[config.mk]
export PLATFORM = sky130hd
export DESIGN_NAME = tccs_addr
export DESIGN_NICKNAME = d
export VERILOG_FILES = /design/src/hdl/tccs_addr.sv
export SDC_FILE = /design/constraint.sdc
export NUM_CORES = 1
export LEC_CHECK = 0
export ABC_AREA = 1
export BUFFER_PORTS_ARGS = -buffer_cell sky130_fd_sc_hd__buf_2
export CAP_MARGIN = 15
export CELL_PAD_IN_SITES_DETAIL_PLACEMENT = 0
export CELL_PAD_IN_SITES_GLOBAL_PLACEMENT = 2
export CORE_AREA = 2 2 54 56
export DETAILED_ROUTE_END_ITERATION = 7
export DIE_AREA = 0 0 56 58
export PLACE_DENSITY = 0.89
export SKIP_LAST_GASP = 1
export SYNTH_ARGS = -nofsm -noshare
export SYNTH_HDL_FRONTEND = slang
export SYNTH_SLANG_ARGS = --single-unit
[constraint.sdc]
create_clock -name vclk -period 10.95
set_input_delay 1.6425 -clock vclk [all_inputs]
set_output_delay 1.6425 -clock vclk [all_outputs]
set_load 0.05 [all_outputs]
[src/hdl/tccs_addr.sv]
module tccs_addr #(
  parameter int unsigned COLUMNS = 80,
  parameter int unsigned ROWS    = 25
) (
  input  logic [$clog2(ROWS)-1:0]         top,
  input  logic [$clog2(ROWS)-1:0]         row,
  input  logic [$clog2(COLUMNS)-1:0]      col,
  output logic [$clog2(ROWS*COLUMNS)-1:0] addr
);

  localparam int unsigned RW = $clog2(ROWS);
  localparam int unsigned AW = $clog2(ROWS*COLUMNS);
  localparam int unsigned PW = RW + 10;
  localparam logic [RW:0] ROWS_W = (RW+1)'(ROWS);
  localparam logic [PW-1:0] COLS_P = PW'(COLUMNS);

  logic [RW:0]   sum;
  logic [RW:0]   phys;
  logic [PW-1:0] full;

  // Map a screen row through the ring offset, then to a linear cell address
  always_comb begin
    sum  = {1'b0, top} + {1'b0, row};
    phys = (sum >= ROWS_W) ? sum - ROWS_W : sum;
    full = PW'(phys) * COLS_P + PW'(col);
    addr = full[AW-1:0];
  end

endmodule
---- After elaboration in Yosys (flattened, before gate mapping) ----
Index checks and enable logic that the tools add are counted.
word-level totals
  output and inout bits ................... 11
  bits in writable memories ............... 0
  memory bits (read-only) ................. 0
  bits in latches ......................... 0
  word-level logic and storage cells ...... 6
  memories ................................ 0
  register bits after elaboration ......... 0
  bits of input ports ..................... 17
cells by class
  shift operators ......................... 0
  reductions and logical operators ........ 0
  order comparisons ....................... 1
  equality and inequality tests ........... 0
  multiplexer cells ....................... 1
  divide/modulo/power cells ............... 0
  bitwise operators ....................... 0
  multiply operators ...................... 1
  $add $sub $neg .......................... 3
operator list
  operator             count
  $add 11x7->11        1
  $mul 6x3->7 const B  1
  $add 5x5->6          1
  $ge 6x5->1 const B   1
  $mux 6               1
  $sub 6x5->6 const B  1

---- Depth between registers and ports, before layout ----
Gate-level depths: netlist (run 1).
  depth in word-level cells ............... 5
  mapped depth ............................ 22
  depth with buffers taken out ............ 22

---- Worst setup path before layout (run 1) ----
OpenSTA, ideal clock, no wires.
  kind .................................... input port to output port
  start point ............................. input port top[0]
  end point ............................... output port addr[9]
  arrival ................................. 5106 ps
  setup slack ............................. 4201 ps
  buffers on the path ..................... 0
  required time ........................... 9308 ps
  stages .................................. 15
  path through ............................ ha_1 > fa_1 > inv_1 > ha_1 > nand3b_1 > nand3_2 > nand2_4 > nand2_1 > xor2_1 > inv_1 > ha_1 > ha_1 > fa_1 > nand3_1 > xor2_1
between the ends
  cells in the longest elaborated chain, start to end .. 5
RTL lines
  element                                           RTL line  source
  start, declared                                   5         input logic [$clog2(ROWS)-1:0] top,
  $add 5x5->6 (*)                                   23        sum = {1'b0, top} + {1'b0, row};
  $sub 6x5->6 / $ge 6x5->1 (equally long branches)  24        phys = (sum >= ROWS_W) ? sum - ROWS_W : sum;
  $mux 6 (*)                                        24
  $mul 6x3->7 (*)                                   25        full = PW'(phys) * COLS_P + PW'(col);
  $add 11x7->11 (*)                                 25
  end, declared                                     8         output logic [$clog2(ROWS*COLUMNS)-1:0] addr
Mark *: on every way between the ends. The rest lies on a longest branch, timed or not.

---- Final worst setup path (run 1) ----
  start point ............................. input port top[0]
  end point ............................... output port addr[10]
Same word-level chain as after synthesis.

==> run_results.csv, run 1 <==
group,metric,value,unit
global_routing,grt_first_pass_wirelength,2.35,mm
place,dp_hpwl,1.26,mm
worst_setup_path,crit_path_start_kind,"input port",
sta,final-hold-violation-count,0,
routing,routed_wl,1.32,mm
floorplanning,dieArea,3250,µm²
floorplanning,fp.dieW,56,µm
synth,avgSynthCellArea,6.88,µm²
synth,yosys.cell_types.count,17,
floorplanning,core_area,2660,µm²
finish,design.seq.count,0,
routing,drcViolationCount,0,
worst_setup_path,timing.critical_path.mode_cell,"ha_1",
min_path,worstHoldPathType,"in -> out",
worst_setup_path,critical_path_class,"in -> out",
sta,timing.fmax,148,MHz
sta,drv_slew,0,
routing,vias,697,
sta,period_needed,6740,ps
floorplanning,start_util,28.4,%
sta,tightest_slew,358,ps
finish,seq_area,0,µm²
place,gp_congestion,0.710,
routing,drt_iter0_markers,6,
finish,post-route-util,32.5,%
finish,n_clock_buffer,0,
routing,drt-vias-per-instance,4.44,
clocking,hold_buffers,0,
finish,area_delta_synth_final,14.4,%
place,portBuffers,20,
worst_setup_path,worstSetupEndpointType,"output port",
job,maxCapViolations,0,
sta,slew_headroom,75.9,%
floorplanning,std_cell_rows,19,
sta,finalSetupTns,0,ps
worst_setup_path,crit_required,9310,ps
worst_setup_path,max_stage_delay,510,ps
finish,n_antenna_cell,0,
worst_setup_path,cp_cell_sequence,"buf_2, ha_1, fa_1, inv_1, ha_1, nand3b_1, nand3_2, nand2_4, o21ai_1, inv_1, ha_1, ha_1, fa_1, xnor2_1, nor2_1, inv_1, nand3_1, nand2_1, buf_2",
synth,synthesis.area,757,µm²
floorplanning,die_h,58,µm
global_routing,grt_max_degree,7,
sta,finalCritPeriodShare,61.5,%
floorplanning,ios,28,
worst_setup_path,cpMaxStageDelayCell,"fa_1",
worst_setup_path,crit_arrival,5100,ps
synth,ys_warn_count,0,
finish,drive_gt1_share,22.2,%
status,status,"finished clean",
finish,fin_nets,165,
sta,setup_viol,0,
routing,dr.pass1.iters,4,
synth,synth_nets,147,
global_routing,grtUsageTotal,8.38,%
global_routing,overflow,0,
clocking,post-cts-setup-buffers,0,
global_routing,grt_pass1_vias,600,
routing,ant_nets,0,
synth,syn_inst,110,
synth,ys_seq_area_share,0,%
sta,rsz0062_at_grt,"no",
clocking,cts_resized,0,
worst_setup_path,cp_max_fo,6,
global_routing,antenna_found_initial,0,
routing,drt-wirelength-per-cell,8.38,µm
==> logic make-up (layout without fill, tap and decap cells) <==
logic type	count (synthesis)	in the layout	synth area share [%]
and+or+nand+nor	50	50	34.2
buffers and inverters	22	38	12.9
adders and majority gates	20	20	36.0
xor gates and xnor gates	10	10	11.6
AOI/OAI and AO/OA	8	8	5.29
==> synth_stat cells (all sizes together) <==
cell	n	area (µm²)
inv	18	67.6
fa	3	60.1
a21oi	5	25.0
and2	1	6.26
nand2	26	120
nand3b	2	15.0
buf	4	30.0
ha	17	213
xnor2	4	35.0
xor2	6	52.6
o21ai	3	15.0
nor2	2	7.51
nand3	19	110
==> worst max-delay path, delay by kind of cell <==
kind	cells	cell delay [ps]
buf+inv	5	580
simple gates	6	620
xor+xnor	1	230
fa+ha+maj	6	1810
compound gates	1	220
==> layout by cell type, fill, tap and decap left out <==
cell      netlist  layout
a21oi_1         5       5
and2_1          1       1
buf_2           0      20
fa_1            3       3
ha_1           17      17
inv_1          18      18
nand2_1        21      21
nand2_2         3       3
nand2_4         2       2
nand3_1        16      16
nand3_2         3       3
nand3b_1        2       2
nor2_1          2       2
o21ai_0         2       2
o21ai_1         1       1
xnor2_1         4       4
xor2_1          6       6
==> stage by stage <==
step | std cells | cell area [µm²] | hold WS [ps] | worst slack [ps]
6_report | 157 | 866 | 3290 | 4210
5_1_grt | 157 | 866 | 3290 | 3870
4_1_cts | 157 | 866 | 3290 | 4180
3_5_place_dp | 157 | 866 | 3290 | 4170
3_3_place_gp | 157 | 866 | 3290 | 4220
2_1_floorplan | 110 | 757 | 3450 | 4200
==> final cells by class <==
cell class	instances	area, µm²
Inverter	18	67.6
Fill cell	310	1800
Tap cell	31	38.8
Multi-Input combinational cell	88	659
Timing Repair Buffer	20	100
==> metal layers <==
layer / share of wire (%) / GRT usage (%) / vias up
met4: 0 / 0 / 0
met1: 47 / 10.7 / 290
met3: 6.0 / 0.893 / 0
met5: 0 / 0 / -
li1: - / - / 386
met2: 47 / 16.1 / 21
==> path summary, 6_finish.rpt <==
path   start        to  slack [ps]  cells past startpoint
max   top[0]  addr[10]        4210                     19
min   col[3]   addr[3]        3290                      0
Power of run 1 is not shown: default switching activity piles up to over one toggle a cycle in this logic, so the estimate is an artifact.
==> run 2, diff against run 1 <==
--- a/config.mk
+++ b/config.mk
@@ -10,10 +10,10 @@
 export CAP_MARGIN = 15
 export CELL_PAD_IN_SITES_DETAIL_PLACEMENT = 0
 export CELL_PAD_IN_SITES_GLOBAL_PLACEMENT = 2
-export CORE_AREA = 2 2 54 56
+export CORE_AREA = 2 2 55 57
 export DETAILED_ROUTE_END_ITERATION = 7
-export DIE_AREA = 0 0 56 58
-export PLACE_DENSITY = 0.89
+export DIE_AREA = 0 0 57 59
+export PLACE_DENSITY = 0.86
 export SKIP_LAST_GASP = 1
 export SYNTH_ARGS = -nofsm -noshare
 export SYNTH_HDL_FRONTEND = slang
==> constraint.sdc (replaced) <==
create_clock -name vclk -period 7.05
set_input_delay 1.0575 -clock vclk [all_inputs]
set_output_delay 1.0575 -clock vclk [all_outputs]
set_load 0.05 [all_outputs]
==> run_results.csv, run 2 (same netlist as run 1, synthesis figures left out) <==
group,metric,value,unit
worst_setup_path,cp_max_fo,6,
worst_setup_path,cp_cell_sequence,"buf_2, ha_1, fa_1, inv_1, ha_1, nand3b_1, nand3_2, nand2_4, o21ai_1, inv_1, ha_1, ha_1, fa_1, xnor2_1, nor2_1, inv_1, nand3_1, nand2_1, buf_2",
min_path,worstHoldPathType,"in -> out",
worst_setup_path,cpMaxStageDelayCell,"fa_1",
routing,drcViolationCount,0,
finish,instances_no_fill,157,
worst_setup_path,worstSetupEndpointType,"output port",
sta,slew_headroom,75.6,%
floorplanning,fp.dieW,57,µm
finish,drive_gt1_share,22.2,%
sta,rsz0062_at_grt,"no",
sta,tightest_slew,363,ps
finish,n_antenna_cell,0,
floorplanning,die_h,59,µm
finish,layout_common_cells,"nand2_1 (21), buf_2 (20), inv_1 (18)",
sta,final-hold-violation-count,0,
routing,drt_iter0_markers,10,
sta,setup_viol,0,
finish,fillers,315,
finish,area_delta_synth_final,14.4,%
floorplanning,start_util,27.9,%
place,place_ws,1420,ps
worst_setup_path,timing.critical_path.mode_cell,"ha_1",
finish,design_area,866,µm²
routing,vias,707,
finish,n_clock_buffer,0,
global_routing,grtUsageTotal,9.02,%
job,maxCapViolations,0,
routing,routed_wl,1.40,mm
routing,drt-vias-per-instance,4.50,
worst_setup_path,critical_path_class,"in -> out",
finish,seq_area,0,µm²
global_routing,grt_first_pass_wirelength,2.62,mm
finish,final_common_cell,"nand2_1",
clocking,post-cts-setup-buffers,0,
global_routing,grt_max_degree,7,
routing,drt-wirelength-per-cell,8.90,µm
global_routing,overflow,0,
floorplanning,ios,28,
floorplanning,core_area,2710,µm²
min_path,worstHoldEndpoint,"addr[3]",
floorplanning,std_cell_rows,19,
place,dp_hpwl,1.32,mm
global_routing,grt_pass1_vias,697,
worst_setup_path,crit_path_start_kind,"input port",
routing,dr.pass1.iters,4,
place,dp_cells,157,
sta,timing.fmax,179,MHz
finish,multi_input_area,659,µm²
place,portBuffers,20,
worst_setup_path,path_buf_inv,5,
clocking,hold_buffers,0,
floorplanning,dieArea,3360,µm²
worst_setup_path,crit_required,5990,ps
clocking,cts_resized,0,
sta,layout_setup_ws,1470,ps
place,gp_congestion,0.709,
sta,period_needed,5580,ps
global_routing,antenna_found_initial,0,
min_path,holdPathStages,0,
sta,finalCritPeriodShare,79.1,%
place,dpl_cell_area,866,µm²
min_path,min-delay-start,"col[3]",
sta,drv_slew,0,
sta,finalSetupTns,0,ps
worst_setup_path,crit_arrival,4520,ps
status,status,"finished clean",
routing,ant_nets,0,
worst_setup_path,max_stage_delay,520,ps
finish,fin_nets,165,
finish,design.seq.count,0,
worst_setup_path,critical_path.top_delay_family,"adder cells",
==> run 2: cell type report <==
cell class / count / area share [%]
multi-input cells: 88 / 76.2
repair buffers: 20 / 11.6
inverters: 18 / 7.80
well taps: 31 / 4.48
==> run 2: worst max-delay path by stage <==
| stage | to | startpoint | depth (start not counted) | slack, ps |
|---|---|---|---|---|
| 3_5_place_dp | addr[10] | top[0] | 19 | 1420 |
| 5_1_grt | addr[10] | top[0] | 18 | 1160 |
| 6_report | addr[10] | top[0] | 19 | 1470 |
| 3_3_place_gp | addr[10] | top[0] | 20 | 1480 |
| 2_1_floorplan | addr[9] | top[0] | 15 | 1470 |
| 4_1_cts | addr[10] | top[0] | 19 | 1410 |
==> run 2: per-layer routing <==
| metal | global-route usage, % | wire length (µm) | vias up |
|---|---|---|---|
| met5 | 0 | 0 | - |
| met2 | 17.1 | 637 | 19 |
| met1 | 12.4 | 670 | 299 |
| met3 | 0 | 90 | 0 |
| met4 | 0 | 0 | 0 |
| li1 | - | - | 389 |
==> run 2: per-stage QoR <==
stage               utilization, %  hold slack [ps]
floorplan                        -             2280
global placement              31.9             2120
detailed placement            31.9             2120
CTS                           31.9             2120
global route                  31.9             2120
finish                        31.9             2120
Power of run 2 is left out for the same reason.
